`src/design/pbpi_mod.sv`:
```
module pbpi_mod (
  input  logic        clk_i,
  input  logic        rst_ni,
  input  logic        start_i,
  input  logic [31:0] num_i,
  input  logic [31:0] den_i,
  output logic        done_o,
  output logic [31:0] rem_o
);
  // restoring remainder, one bit a cycle
  logic [31:0] num_q;
  logic [32:0] rem_q;
  logic [31:0] den_q;
  logic [5:0]  cnt_q;
  logic        busy_q, done_q;
  logic [32:0] shifted;
  logic [33:0] trial;

  assign shifted = {rem_q[31:0], num_q[31]};
  assign trial   = {1'b0, shifted} - {2'b00, den_q};

  always_ff @(posedge clk_i or negedge rst_ni) begin
    if (!rst_ni) begin
      busy_q <= 1'b0;
      done_q <= 1'b0;
      cnt_q  <= '0;
    end else begin
      done_q <= 1'b0;
      if (start_i) begin
        busy_q <= 1'b1;
        cnt_q  <= '0;
      end else if (busy_q) begin
        cnt_q <= cnt_q + 6'd1;
        if (cnt_q == 6'd31) begin
          busy_q <= 1'b0;
          done_q <= 1'b1;
        end
      end
    end
  end

  always_ff @(posedge clk_i) begin
    if (start_i) begin
      num_q <= num_i;
      rem_q <= '0;
      den_q <= den_i;
    end else if (busy_q) begin
      num_q <= {num_q[30:0], 1'b0};
      rem_q <= trial[33] ? shifted : trial[32:0];
    end
  end

  assign done_o = done_q;
  assign rem_o  = rem_q[31:0];
endmodule

```
`config.mk`:
```
export PLATFORM = sky130hd
export DESIGN_NAME = pbpi_mod
export DESIGN_NICKNAME = d
export VERILOG_FILES = /design/src/design/pbpi_mod.sv
export SDC_FILE = /design/constraint.sdc
export NUM_CORES = 1
export LEC_CHECK = 0
export ABC_AREA = 0
export BUFFER_PORTS_ARGS = -buffer_cell sky130_fd_sc_hd__buf_2
export CAP_MARGIN = 10
export CORE_AREA = 2 2 144 146
export CTS_CLUSTER_SIZE = 16
export DETAILED_ROUTE_END_ITERATION = 10
export DIE_AREA = 0 0 146 148
export PLACE_DENSITY = 0.51
export SLEW_MARGIN = 30
export SYNTH_ARGS = -nofsm -noshare
export SYNTH_HDL_FRONTEND = slang
export SYNTH_SLANG_ARGS = --single-unit
```
`constraint.sdc`:
```
create_clock -name clk_i -period 2.7 [get_ports clk_i]
set_input_delay 0.54 -clock clk_i [delete_from_list [all_inputs] [get_ports clk_i]]
set_output_delay 0.54 -clock clk_i [all_outputs]
set_load 0.01 [all_outputs]
```
==> key figures <==
Worst setup path
  • Crit path buffers/inverters: 3
  • Flop-to-flop setup slack: 6 ps
  • R2R cell count: 12
  • Family with the most delay on the worst path: compound AO/OA/AOI/OAI gates
  • Slowest cell on crit path: or4_1
  • CP max stage delay: 410 ps
  • Crit Reg-Reg Endpoint: rem_q[31]
  • Setup crit start: den_q[4]
  • Crit Path Class: flop to flop
  • Crit-path max FO: 4
  • Cell breakdown of the critical path: inv_2 -> ha_4 -> a21o_4 -> a2111oi_4 -> o31ai_4 -> buf_6 -> a211oi_4 -> buf_4 -> nor3_1 -> or4_1 -> nand2_1 -> a221oi_2
  • Critical path data arrival time: around 2900 ps
  • Critical path endpoint category: flop
  • Worst Path Required: 2950 ps
  • Reg-to-reg critical path startpoint: den_q[4]
  • Worst setup SP type: flop

Global routing
  • Antenna violations before repair: 0
  • GRT Total Usage: 13.7%
  • First-pass GRT wire length: 23800 um
  • GR Overflow Total: 0
  • Vias in the first global route: 4839
  • Largest net degree at the start of global routing: 40

Logic synthesis
  • Area contributors post-synth: edfxtp_1, dfxtp_1, ha_1
  • Top cells by count, synth: edfxtp_1, inv_1, nand2_1
  • Seq/Total Area, Yosys: 46.9%
  • Syn avg cell area: 10.6 sq um
  • Synth area leader: edfxtp_1
  • Syn nets: 656
  • Synth top area share: 32.6%
  • Syn Inst Count: approximately 560
  • Mapped cell area: 5890 sq um
  • Count leader, synth: edfxtp_1
  • Top_reg_cell synth: edfxtp_1
  • Async SR Flop Fraction: 7.69%
  • Library cells used by synthesis: between 50 and 60
  • EDFF count, synth: 64
  • FF+latch count, synth: 104
  • Synth warn: 0

Place
  • Post-Place Cell Area: between 6000 and 7000 sq um
  • Port bufs: 99
  • Placed insts: 945
  • GPL Wtd Cong: 0.850
  • HPWL Detailed: 10700 um

Power
  • Pwr dens: 937 nW/um^2
  • Worst vdd rail ir drop: 361 uV
  • Leakage: about 0.0034 uW

Clocking
  • Clock Sinks: between 100 and 150
  • Clk_lat worst skew: 370 ps
  • CTS tree: done
  • Clock Tree Root: clkbuf_16
  • CTS buffer count: 9
  • Clock Path Buffers: 2
  • H-tree levels: 3
  • CTS clk-pin slew, worst paths: 90 ps

Cells and area
  • Post-route cell area: 7530 sq um
  • Number of diodes: 0
  • Filler instances: 2085
  • # nets final: 798
  • Post-Layout Cell Count: 972
  • Share of cells above drive strength 1: 34.0%
  • Layout Area Growth over Synthesis: 27.9%

Outcome
  • Status: completed

Timing
  • RSZ-0062 raised after global routing: yes
  • Final Max Tran Viols: 0
  • FMAX: around 370 MHz
  • Worst Clk Skew: 14.7 ps
  • Worst-margin pin slew: approximately 500 ps
  • Setup-failing EPs final: 0
  • Hold Vio Cnt, Final: 0
  • Clock period minus worst slack: 2690 ps
  • Worst slew margin: between 60% and 70%
  • Hold Slack: about 340 ps
  • Final Cycle Share: 99.8%

Floorplanning
  • IO Count: 100
  • Row count: 52
  • Die area: 21600 sq um
  • Die Ht: 148 um
  • Die W: 146 um
  • Starting Density: between 20% and 30%
  • Core ar.: 20000 sq um

Run
  • Max-cap violation count: 0

Route
  • ANT nets after route: 0
  • Via count: 4639
  • Final WL: around 14000 um
  • Drt first pass iters: 4
  • # DRC: 0
  • Via density: 4.77
  • Avg WL per Cell: ~15 um
  • DR iter-0 viols: 255

Min path
  • Worst Hold Depth: 1
  • Tightest Hold Check Type: input pin to flop
  • Hold_sp: den_i[3]
  • Hold path endpoint: den_q[3]
## metal layers
layer | GRT usage [%] | part of all wire (%)
met1 | 16.9 | 45
met2 | 22.7 | 47
met3 | 4.48 | 6.6
met4 | 4.37 | 1.4
met5 | 0 | 0
## kinds of logic after synthesis
logic type / Yosys count / synth area share, %
mux: 53 / 9.66
buf+inv: 69 / 5.06
compound gates: 145 / 17.0
fa+ha+maj: 34 / 7.35
flops: 104 / 46.9
xor+xnor: 29 / 4.31
simple gates: 121 / 9.71
## layout by cell type (no fill, tap or decap), types with 7 or more instances in the layout
cell / instances
buf_2: 98
edfxtp_1: 64
buf_4: 53
inv_1: 41
nand2_1: 41
a21oi_1: 37
nor2_1: 36
ha_1: 32
dfxtp_1: 32
mux2_2: 31
mux2i_1: 22
a21o_1: 17
xnor2_1: 16
o21ai_1: 15
a211oi_1: 15
o21ai_0: 13
xor2_1: 13
clkbuf_16: 10
dfrtp_1: 8
a31oi_1: 7
nand3_1: 7
## power breakdown
| group | switching [uW] | internal (uW) | total, uW |
|---|---|---|---|
| combinational | 1780 | 1700 | 3480 |
| clock | 730 | 685 | 1410 |
| sequential | 197 | 1970 | 2160 |
| total | 2710 | 4350 | 7060 |
## state kept, by name (all words and copies together), names as in the netlist
signal	cells
num_q	32
busy_q	1
done_o	1
den_q	32
rem_q	32
cnt_q	6
## worst reg2reg max path, cell delays in order, from the launching register on
cell and delay (ps):
edfxtp_1 400, inv_2 80, ha_4 210, a21o_4 220, a2111oi_4 330, o31ai_4 120, buf_6 140, a211oi_4 290
buf_4 170, nor3_1 50, or4_1 410, nand2_1 100, a221oi_2 60
## timing repair
| action | CTS | global route |
|---|---|---|
| endpoints found under the hold margin | 8 | 0 |
| pin swaps | 3 | 15 |
| endpoints found under the setup margin | 11 | 32 |
| buffers inserted | 3 | 7 |
| cloned | 0 | 1 |
| gates resized for setup | 8 | 31 |
| hold buffers | 1 | 0 |
## layout make-up
cell class,instances,area (sq um),share of cell area [%]
Multi-Input combinational cell,382,2950,39.1
Sequential cell,104,2760,36.7
Timing Repair Buffer,158,1010,13.4
Tap cell,270,338,4.49
Clock buffer,9,225,2.99
Inverter,42,158,2.09
Clock inverter,7,96.3,1.28
## worst max-delay path by stage
stage / to / slack, ps / depth (start not counted)
2_1_floorplan: rem_q[5] / 80 / 11
5_1_grt: rem_q[31] / -140 / 12
3_5_place_dp: rem_q[30] / -60 / 11
6_report: rem_q[31] / 6 / 12
4_1_cts: rem_q[26] / 3 / 11
3_3_place_gp: rem_q[27] / 20 / 11
## through the flow
step	setup TNS (ps)	total power, uW	utilization, %	worst slack, ps
after detailed placement	-187	5380	34.9	-64.1
after floorplan	0	4320	-	84.0
after global routing	-2160	7570	37.6	-139
final	0	7060	37.6	6.49
after CTS	0	6900	36.8	3.45
after global placement	0	5340	34.9	20.0
Power figures use the tool's default switching activity.
