`src/design/pbpi_pkg.sv`:
```
package pbpi_pkg;

  typedef enum logic [1:0] {
    MODE_APPEND = 2'd0,
    MODE_QUERY  = 2'd1,
    MODE_CLEAR  = 2'd2,
    MODE_NONE   = 2'd3
  } mode_e;

  typedef enum logic [1:0] {
    ST_DONE     = 2'd0,
    ST_EMPTY    = 2'd1,
    ST_ACCEPTED = 2'd2,
    ST_FULL     = 2'd3
  } status_e;

  // start/handshake group between the sequencer and the divider
  typedef struct packed {
    logic        start;
    logic [63:0] dividend;
    logic [31:0] divisor;
  } div_req_t;

  typedef struct packed {
    logic        done;
    logic [63:0] quotient;
  } div_rsp_t;

endpackage

```
`src/design/pbpi_div.sv`:
```
module pbpi_div (
  input  logic               clk_i,
  input  logic               rst_ni,
  input  pbpi_pkg::div_req_t req_i,
  output pbpi_pkg::div_rsp_t rsp_o
);
  import pbpi_pkg::*;

  // restoring division, one quotient bit a cycle
  logic [63:0] quo_q, quo_d;
  logic [32:0] rem_q, rem_d;
  logic [31:0] den_q, den_d;
  logic [6:0]  cnt_q, cnt_d;
  logic        busy_q, busy_d, done_q, done_d;
  logic [33:0] trial;
  logic [32:0] shifted;

  always_comb begin
    quo_d   = quo_q;
    rem_d   = rem_q;
    den_d   = den_q;
    cnt_d   = cnt_q;
    busy_d  = busy_q;
    done_d  = 1'b0;
    shifted = {rem_q[31:0], quo_q[63]};
    trial   = {1'b0, shifted} - {2'b00, den_q};
    if (req_i.start) begin
      quo_d  = req_i.dividend;
      rem_d  = '0;
      den_d  = req_i.divisor;
      cnt_d  = 7'd0;
      busy_d = 1'b1;
    end else if (busy_q) begin
      if (!trial[33]) begin
        rem_d = trial[32:0];
        quo_d = {quo_q[62:0], 1'b1};
      end else begin
        rem_d = shifted;
        quo_d = {quo_q[62:0], 1'b0};
      end
      cnt_d = cnt_q + 7'd1;
      if (cnt_q == 7'd63) begin
        busy_d = 1'b0;
        done_d = 1'b1;
      end
    end
  end

  always_ff @(posedge clk_i or negedge rst_ni) begin
    if (!rst_ni) begin
      busy_q <= 1'b0;
      done_q <= 1'b0;
      cnt_q  <= '0;
    end else begin
      busy_q <= busy_d;
      done_q <= done_d;
      cnt_q  <= cnt_d;
    end
  end

  always_ff @(posedge clk_i) begin
    quo_q <= quo_d;
    rem_q <= rem_d;
    den_q <= den_d;
  end

  assign rsp_o.done     = done_q;
  assign rsp_o.quotient = quo_q;
endmodule

```
`config.mk`:
```
export PLATFORM = sky130hd
export DESIGN_NAME = pbpi_div
export DESIGN_NICKNAME = d
export VERILOG_FILES = /design/src/design/pbpi_pkg.sv /design/src/design/pbpi_div.sv
export SDC_FILE = /design/constraint.sdc
export NUM_CORES = 1
export LEC_CHECK = 0
export BUFFER_PORTS_ARGS = -buffer_cell sky130_fd_sc_hd__buf_2
export CORE_ASPECT_RATIO = 1.75
export CORE_MARGIN = 10
export CORE_UTILIZATION = 57
export CTS_CLUSTER_DIAMETER = 120
export DETAILED_ROUTE_END_ITERATION = 10
export PLACE_DENSITY = 0.84
export SLEW_MARGIN = 10
export SYNTH_ARGS = -nofsm -noshare
export SYNTH_HDL_FRONTEND = slang
export SYNTH_SLANG_ARGS = --single-unit
```
`constraint.sdc`:
```
create_clock -name clk_i -period 8.75 [get_ports clk_i]
set_clock_uncertainty 0.2 [all_clocks]
set_input_delay 1.75 -clock clk_i [delete_from_list [all_inputs] [get_ports clk_i]]
set_output_delay 1.75 -clock clk_i [all_outputs]
set_load 0.005 [all_outputs]
```
==> flow_metrics.tcl, run 1 <==
set metrics [dict create \
    crit_path_end_kind "register" \
    maxSlewViolCount 0 \
    setup_viol 0 \
    finalSetupTns_ns 0 \
    grt_max_degree 83 \
    yosys_warnings 0 \
    grt-ovfl-total 0 \
    pin_count 164 \
    met1_usage_pct 20.4 \
    num_rows 54 \
    grt_antenna_before_repair 1 \
    clk_pin_slew_ns 0.06 \
    grt_busiest_layer "met2" \
    core_um2 12600 \
    dpl.cell_count 952 \
    wirelength_um 19200 \
    yosys.area.top_type "edfxtp_1" \
    netlist_area_um2 7340 \
    p_total_mw 2.53 \
    worst_path_max_delay_cell "o211a_1" \
    post_cts_buffers 0 \
    critPathMaxFanout 19 \
    crit_type "register to register" \
    netlist_instances 648 \
    synthArstFlopShare_pct 6.57 \
    max_stage_delay_ns 0.66 \
    io_buffers 163 \
    post_drt_wl_per_cell_um 19.5 \
    grt_pass1_vias 6165 \
    most-common-layout-cells "buf_2 (162), edfxtp_1 (96), mux2_2 (65), nand2_1 (63), nor2_1 (49)" \
    drive_gt1_share_pct 34.6 \
    hold_buffers 0 \
    drv_cap 0 \
    crit_arrival_ns 3.77 \
    synth_top_area_share_pct 39.3 \
    slew_headroom_pct 32.5 \
    place_hpwl_um 13700 \
    syn_area_per_cell_um2 11.3 \
    viasPerCell 5.79 \
    cts_buffer_depth 2 \
    clock_latency_ns 0.42 \
    r2r_start "den_q[1]$_DFFE_PP_" \
    synthTopCellsByArea "edfxtp_1 (39%), mux2_2 (10%), dfxtp_1 (8.7%), ha_1 (5.6%), nand2_1 (3.2%)" \
    seq_area_frac_synth_pct 51.1 \
    crit_end "rem_q[18]$_SDFFE_PP0P_" \
    drc_errors 0 \
    synth_cell_types 67 \
    p_leak_nw 3.80 \
    grtUsageMet3_pct 9.15 \
    period_needed_ns 3.64 \
    crit_path_cell_trace "inv_1, ha_1, nor2b_4, o2111ai_2, a31oi_4, a2111oi_2, nor3_2, nor3_4, o211a_1, nand2_1, a311oi_2" \
    use_met2_pct 38.1 \
    rr_endpoint "rem_q[18]$_SDFFE_PP0P_" \
    die_x_um 106 \
    clock-root-buffer "clkbuf_16" \
    stdcell_count 985 \
    cts_sinks 137 \
    numCtsBuffers 17 \
    startpoint_type "register" \
    synth_edf_count 96 \
    status "finished, final reports clean" \
    cts_tree "yes" \
    drt-initial-drc-count 330 \
    vdd_drop_max_mv 0.190 \
    dieArea_um2 18000 \
    hold_class "register to register" \
    mostFrequentLayoutCell "buf_2" \
    htree_levels 4 \
    critPathLaunch "den_q[1]$_DFFE_PP_" \
    drt.antenna.violating_nets 0 \
    synth_nets 781 \
    power.density_nw_per_um2 286 \
    start_util_pct 58.4 \
    ff2ff_setup_slack_ns 5.11 \
    die_h_um 170 \
    reg2reg_depth 11 \
    rsz0062_at_grt "no" \
    grt_pass1_wl_um 30600 \
    cp_data_required_time_ns 8.87 \
    final.period_utilization_pct 41.6 \
    synthFlopType "edfxtp_1" \
    firstDrtPassIters 5 \
    clock.fmax_mhz 274 \
    syn2layout_area_growth_pct 20.3 \
    nNetsFinal 936 \
    ys_seq_elements 137 \
    grt.total_usage_pct 21.3 \
    hold_viol 0 \
    place_congestion 0.905 \
    worst_pin_slew_ns 1.01 \
    cts_resized 0 \
    vias 5702 \
]
[critical path: cells and delay by family (launching register included)]
kind	cells	cell delay, ns
compound gates	5	1.87
fa+ha+maj	1	0.22
buf+inv	1	0.08
flops	1	0.42
simple gates	4	0.74
[Yosys cell counts, drive strengths merged, types with 2 or more instances]
master	instances
nor2b	5
a221oi	2
dfrtp	9
nand3	9
buf	11
a211o	2
or3	4
nand3b	2
mux2i	10
edfxtp	96
dfxtp	32
o211ai	10
o21bai	2
a311oi	18
nand2	63
nand4	5
a211oi	5
mux2	65
nor2	49
and3	9
ha	33
xnor2	20
a21o	11
nand2b	9
xor2	6
clkbuf	20
inv	42
o21a	5
a31oi	7
nor3	7
a21boi	2
o21ai	29
o22ai	3
a21oi	28
[layout make-up]
class	count	area, um^2
inverters	42	158
clock inverters	13	144
well taps	168	210
multi-input cells	438	3280
fillers	919	3740
repair buffers	167	848
clock buffers	19	433
flip-flops and latches	137	3750
diodes	1	2.50
[cell families (layout without fill, tap and decap cells)]
family          count (synthesis)  count (layout)  share of synthesized area (%)
xor+xnor                       26              26                           3.10
other cells                     0               1                              0
buf+inv                        73             241                           4.18
flops                         137             137                           51.1
mux                            75              75                           11.3
fa+ha+maj                      34              34                           5.90
compound gates                136             136                           13.6
simple gates                  167             167                           10.8
[sequential cells by signal (all words and copies together) (netlist names)]
name,count
quo_q,64
den_q,32
rem_q,32
cnt_q,7
busy_q,1
done_q,1
[stage by stage]
step	instance area, um^2	hold WS, ns	utilization, %	setup slack (ns)
finish	8820	0.275	70.2	5.11
global route	8820	0.301	70.2	4.86
CTS	8820	0.274	70.2	5.14
detailed placement	8250	0.263	65.6	4.69
global placement	8250	0.254	65.6	4.78
floorplan	7340	0.246	-	4.65
[report_power, final]
group / leakage [nW] / switching, mW / internal [mW]
combinational: 2.15 / 0.518 / 0.401
clock: 0.272 / 0.289 / 0.422
sequential: 1.37 / 0.0823 / 0.813
[how the worst min path moves through the flow]
stage                           startpoint  depth (start not counted)                endpoint  slack, ns
finish              rem_q[31]$_SDFFE_PP0P_                          2  rem_q[31]$_SDFFE_PP0P_       0.27
detailed placement  rem_q[31]$_SDFFE_PP0P_                          2  rem_q[31]$_SDFFE_PP0P_       0.26
global placement    rem_q[31]$_SDFFE_PP0P_                          2  rem_q[31]$_SDFFE_PP0P_       0.25
global route        rem_q[31]$_SDFFE_PP0P_                          2  rem_q[31]$_SDFFE_PP0P_       0.30
floorplan           rem_q[31]$_SDFFE_PP0P_                          2  rem_q[31]$_SDFFE_PP0P_       0.25
CTS                 rem_q[31]$_SDFFE_PP0P_                          2  rem_q[31]$_SDFFE_PP0P_       0.27
[layer usage]
| metal | up-vias | wire length [um] |
|---|---|---|
| met5 | - | 13 |
| met2 | 246 | 10300 |
| met4 | 2 | 546 |
| li1 | 2698 | - |
| met1 | 2709 | 6600 |
| met3 | 47 | 1730 |
Note: power is estimated with default switching activity, not from simulation.
==> run 2, diff against run 1 <==
- ABC_AREA: not set -> 1
- CORE_UTILIZATION: 57 -> 56
- PLACE_DENSITY: 0.84 -> 0.82
- clock period: 8.75 -> 3.4 ns (I/O delays scaled with it)
==> run 2 against run 1 <==
Compared with the run above:
- non-clock buffer count is 8 higher
- power grew to 2.6 times the previous value
- sequential share of layout area is 4.6 points lower
- worst hold slack worse by 0.058 ns
- global-route usage is 1.8 points higher
- via count is 36% higher
- count of clock-buffer cells in the layout is 1 lower
- cell area is 12% higher
- clock power grew to 2.6 times the previous value
- synthesized cell count is 75% higher
- flip-flop and latch count stayed put
- utilization is 3.2 points lower
==> flow_metrics.tcl, run 2 <==
set metrics [dict create \
    viasPerCell 5.20 \
    fin_util_pct 67.0 \
    drt-initial-drc-count 407 \
    cp_data_required_time_ns 3.56 \
    reg2reg_depth 15 \
    drc_errors 0 \
    drt.antenna.violating_nets 0 \
    syn2layout_area_growth_pct 18.4 \
    grt_antenna_before_repair 1 \
    syn_area_per_cell_um2 7.39 \
    status "finished, final reports clean" \
    p_leak_nw 5.44 \
    pin_count 164 \
    synthArstFlopShare_pct 6.57 \
    crit_type "register to register" \
    synth_nets 1264 \
    dpl.cell_count 1457 \
    yosys.area.top_type "edfxtp_1" \
    post_drt_wl_per_cell_um 16.0 \
    vias 7745 \
    worst_pin_slew_ns 0.878 \
    yosys_warnings 0 \
    finalSetupTns_ns 0 \
    synth_edf_count 96 \
    seq_area_frac_synth_pct 44.9 \
    crit_path_cell_trace "inv_1, ha_1, nand2_2, inv_1, nand2_1, nand2_1, nand2_1, nand3_1, inv_1, nand2_4, nand2_4, nand2_8, nand2_1, nand3_1, o21ai_1" \
    setup_viol 0 \
    maxSlewViolCount 0 \
    holdPathStages 1 \
    power.density_nw_per_um2 674 \
    drv_cap 0 \
    synth.most_common_cell "nand2_1" \
    ys_seq_elements 137 \
    clock_latency_ns 0.44 \
    final.period_utilization_pct 80.8 \
    slew_headroom_pct 41.3 \
    num_rows 59 \
    synth_cell_types 42 \
    period_needed_ns 2.75 \
    clock-root-buffer "clkbuf_16" \
    numCtsBuffers 17 \
    synth_top_area_share_pct 34.5 \
    drive_gt1_share_pct 18.4 \
    critPathMaxFanout 34 \
    crit_arrival_ns 2.91 \
    place_hpwl_um 18300 \
    htree_levels 4 \
    largest_reg_flops 64 \
    crit_path_end_kind "register" \
    most-common-layout-cells "nand2_1 (501), inv_1 (177), buf_2 (162), edfxtp_1 (96), nand3_1 (80)" \
    wirelength_um 23900 \
    firstDrtPassIters 5 \
    grt_pass1_vias 8134 \
    cts_tree "yes" \
    die_x_um 112 \
    mostFrequentLayoutCell "nand2_1" \
    cts_buffer_depth 2 \
    diodes 0 \
    dieArea_um2 20400 \
    grt_max_degree 46 \
    synthFlopType "edfxtp_1" \
    hold_class "primary input to register" \
    hold_viol 0 \
    start_util_pct 56.6 \
    die_h_um 182 \
    grt.total_usage_pct 23.1 \
    synthTopCellsByArea "edfxtp_1 (35%), nand2_1 (23%), inv_1 (8.0%), dfxtp_1 (7.7%), ha_1 (4.9%)" \
    io_buffers 163 \
    rsz0062_at_grt "no" \
    nNetsFinal 1427 \
    max_stage_delay_ns 0.38 \
    post_cts_buffers 0 \
    stdcell_count 1490 \
    reg_top3 "quo_q: 64 flops, den_q: 32 flops, rem_q: 32 flops" \
    grt_pass1_wl_um 38300 \
    cts_sinks 137 \
    worst_path_max_delay_cell "nand2_4" \
    clock.fmax_mhz 364 \
    crit_top_cell "nand2_1" \
    regMostFlops "quo_q" \
    whs_ns 0.216 \
    synth_common_cells "nand2_1 (501), inv_1 (178), edfxtp_1 (96)" \
    netlist_area_um2 8360 \
    vdd_drop_max_mv 0.416 \
    grt-ovfl-total 0 \
    startpoint_type "register" \
    netlist_instances 1131 \
    clk_pin_slew_ns 0.07 \
    core_um2 14800 \
    place_congestion 0.992 \
]
run 2: cell types whose count changed after synthesis, sizes merged, moves of 11 or more:
cell,change
nand3,+80
a311oi,-18
inv,+140
nand2,+447
mux2,-65
o21ai,-11
a21o,-11
run 2: final cells by class:
class	instances	area [um^2]
inverter	184	691
multi-input combinational	779	3730
fill	1298	4870
tap	183	229
clock buffer	18	429
sequential	137	3750
timing repair buffer	175	911
clock inverter	14	153
run 2: cell families (layout without fill, tap and decap cells):
group	after synthesis	after routing	share of synthesized area, %
AOI/OAI and AO/OA	46	46	3.13
xor gates and xnor gates	14	14	1.47
adders and majority gates	34	34	5.18
and+or+nand+nor	685	685	34.8
buffers and inverters	215	391	10.6
DFF	137	137	44.9
run 2: what timing repair did:
item	in CTS	in global routing
hold buffers	1	0
endpoints found under the hold margin	9	0
resized for setup	0	0
endpoints found under the setup margin	0	0
run 2: path summary, 6_finish.rpt:
kind	to	slack, ns	startpoint
worst max-delay path	rem_q[12]$_SDFFE_PP0P_	0.65	den_q[12]$_DFFE_PP_
worst min-delay path	den_q[2]$_DFFE_PP_	0.22	req_i[2]
max in group asynchronous	cnt_q[6]$_DFFE_PN0P_	2.37	rst_ni
worst max register to register	rem_q[12]$_SDFFE_PP0P_	0.65	den_q[12]$_DFFE_PP_
min in group asynchronous	cnt_q[5]$_DFFE_PN0P_	0.43	rst_ni
worst min register to register	rem_q[19]$_SDFFE_PP0P_	0.27	rem_q[19]$_SDFFE_PP0P_
run 2: report_power, final:
group | switching [mW] | internal [mW]
Combinational | 1.65 | 0.950
Clock | 0.832 | 1.04
Sequential | 0.154 | 2.05
run 2: layer usage:
metal	global-route usage, %	wire, um	vias to the layer above
met1	21.8	8420	3507
met3	7.66	2060	74
li1	-	-	3848
met4	12.0	1120	2
met5	0	8	-
met2	42.5	12300	314
run 2: through the flow:
| stage | worst slack (ns) | instance area, um^2 | power, mW |
|---|---|---|---|
| after detailed placement | 0.711 | 9300 | 4.80 |
| after CTS | 0.694 | 9890 | 6.66 |
| after global placement | 0.743 | 9300 | 4.75 |
| after global routing | 0.458 | 9890 | 7.10 |
| final | 0.652 | 9890 | 6.67 |
| after floorplan | 0.769 | 8360 | 4.18 |
run 2: worst max-delay path: cells and delay by family, from the launching register on:
family                   cells  cell delay, ns
flip-flops                   1            0.33
buffers and inverters        3            0.22
AO/OA/AOI/OAI                1            0.13
AND/OR/NAND/NOR             10            1.43
adder cells (fa/ha/maj)      1            0.36
==> run 3, diff against run 2 <==
- clock period: 3.4 -> 2.65 ns (I/O delays scaled with it)
==> run 3 against run 2 <==
Compared with the run above:
- combinational power rose by 30%
- critical endpoint is now rem_q[30]$_SDFFE_PP0P_
- sequential share of layout area decreased by 0.12 points
- fmax is 10% higher
- flip-flop and latch count unchanged
- worst hold slack lost 0.14 ns
- first-iteration DRC count decreased by 11%
- count of clock-buffer cells in the layout unchanged
- routed wire length decreased by 1.3%
- critical path type unchanged
- utilization grew 0.21 points
==> flow_metrics.tcl, run 3 (synthesized netlist as in run 2, its figures left out) <==
set metrics [dict create \
    status "finished, final reports clean" \
    final.period_utilization_pct 93.9 \
    clock_latency_ns 0.43 \
    most-common-layout-cells "nand2_1 (501), inv_1 (177), buf_2 (162), edfxtp_1 (96), nand3_1 (79)" \
    viasPerCell 5.24 \
    crit_top_cell "nand2_1" \
    post_cts_buffers 0 \
    die_x_um 112 \
    diodes 0 \
    worst_path_max_delay_cell "fa_1" \
    reg_top3 "quo_q: 64 flops, den_q: 32 flops, rem_q: 32 flops" \
    regMostFlops "quo_q" \
    wirelength_um 23600 \
    grt-ovfl-total 0 \
    grt_max_degree 78 \
    p_leak_nw 5.45 \
    clock.fmax_mhz 402 \
    cts_sinks 137 \
    crit_path_end_kind "register" \
    grt_antenna_before_repair 1 \
    rsz0062_at_grt "no" \
    vias 7817 \
    max_stage_delay_ns 0.42 \
    hold_class "primary input to register" \
    num_rows 59 \
    slew_headroom_pct 69.6 \
    crit_arrival_ns 2.61 \
    crit_family "simple AND/OR/NAND/NOR gates" \
    place_congestion 1.01 \
    firstDrtPassIters 7 \
    dieArea_um2 20400 \
    nNetsFinal 1430 \
    drc_errors 0 \
    syn2layout_area_growth_pct 18.7 \
    place_hpwl_um 18000 \
    drive_gt1_share_pct 18.7 \
    grt.total_usage_pct 22.8 \
    crit_buf_inv 2 \
    mostFrequentLayoutCell "nand2_1" \
    drv_cap 0 \
    grt_pass1_vias 8053 \
    finalSetupTns_ns 0 \
    hold_viol 0 \
    start_util_pct 56.6 \
    period_needed_ns 2.49 \
    fin_util_pct 67.2 \
    core_um2 14800 \
    drt.antenna.violating_nets 0 \
    worst_pin_slew_ns 0.456 \
    numCtsBuffers 17 \
    crit_path_cell_trace "inv_1, ha_1, fa_1, inv_1, nand3_1, nand3_2, nand2_1, nand2_1, nand2_1, nand2_1, nand2_1, nand3_1, nand3_2, nand2_1, nand2_1" \
    cts_buffer_depth 2 \
    die_h_um 182 \
    pin_count 164 \
    largest_reg_flops 64 \
    cp_data_required_time_ns 2.77 \
    power.density_nw_per_um2 855 \
    critPathMaxFanout 5 \
    io_buffers 163 \
    htree_levels 4 \
    clk_pin_slew_ns 0.07 \
    maxSlewViolCount 0 \
    vdd_drop_max_mv 0.552 \
    drt-initial-drc-count 364 \
    grt_pass1_wl_um 38000 \
    crit_type "register to register" \
    setup_viol 0 \
    clock-root-buffer "clkbuf_16" \
    startpoint_type "register" \
    post_drt_wl_per_cell_um 15.8 \
    cts_tree "yes" \
]
-- run 3: changes by cell type in the layout (fill, tap and decap cells not counted) --
cell / previous run / this run
bufinv_16: 1 / 0
inv_6: 6 / 5
buf_12: 0 / 2
buf_4: 12 / 13
clkinv_4: 4 / 3
nand3_1: 80 / 79
clkinvlp_4: 1 / 3
nand3_2: 9 / 10
inv_8: 1 / 2
-- run 3: worst paths after layout --
path                            slack (ns)  cells past startpoint                endpoint                   start
worst max-delay path                  0.16                     15  rem_q[30]$_SDFFE_PP0P_     quo_q[63]$_DFFE_PP_
worst min-delay path                  0.08                      1     den_q[31]$_DFFE_PP_               req_i[31]
worst max register to register        0.16                     15  rem_q[30]$_SDFFE_PP0P_     quo_q[63]$_DFFE_PP_
worst min register to register        0.28                      2  rem_q[21]$_SDFFE_PP0P_  rem_q[21]$_SDFFE_PP0P_
max in group asynchronous             1.75                      2        busy_q$_DFF_PN0_                  rst_ni
min in group asynchronous             0.31                      2    cnt_q[4]$_DFFE_PN0P_                  rst_ni
-- run 3: through the flow --
step	power, mW	std cells	area (um^2)	hold slack [ns]	setup slack, ns
finish	8.48	1493	9920	0.0776	0.161
CTS	8.48	1493	9920	0.0723	0.137
global route	9.07	1493	9920	0.0706	0.0116
detailed placement	6.18	1460	9350	0.194	0.178
global placement	6.12	1460	9350	0.188	0.212
floorplan	5.36	1131	8360	0.0344	0.169
-- run 3: area by class of cell --
class / count / area, um^2
fillers: 1275 / 4840
clock inverters: 14 / 131
flip-flops and latches: 137 / 3750
well taps: 183 / 229
repair buffers: 178 / 958
inverters: 184 / 691
multi-input cells: 779 / 3730
clock buffers: 18 / 429
-- run 3: power by group --
| group | internal [mW] | switching, mW | total [mW] |
|---|---|---|---|
| clock network | 1.24 | 1.04 | 2.27 |
| registers | 2.62 | 0.206 | 2.83 |
| logic | 1.26 | 2.12 | 3.38 |
-- run 3: worst reg2reg max path: cells and delay by family (launching register included) --
kind	cells	cell delay [ns]
simple gates	11	1.04
fa+ha+maj	2	0.65
flops	1	0.36
buf+inv	2	0.16
-- run 3: what timing repair did --
| action | in CTS | in global routing |
|---|---|---|
| hold buffers | 1 | 0 |
| endpoints found under the setup margin | 0 | 2 |
| endpoints found under the hold margin | 9 | 0 |
| resized for setup | 0 | 1 |
-- run 3: per-layer routing --
| layer | wire length (um) | global-route usage, % | vias to the layer above |
|---|---|---|---|
| li1 | - | - | 3853 |
| met1 | 8180 | 21.6 | 3525 |
| met2 | 11900 | 40.5 | 345 |
| met3 | 2110 | 8.48 | 92 |
| met4 | 1380 | 13.9 | 2 |
| met5 | 7 | 0 | - |
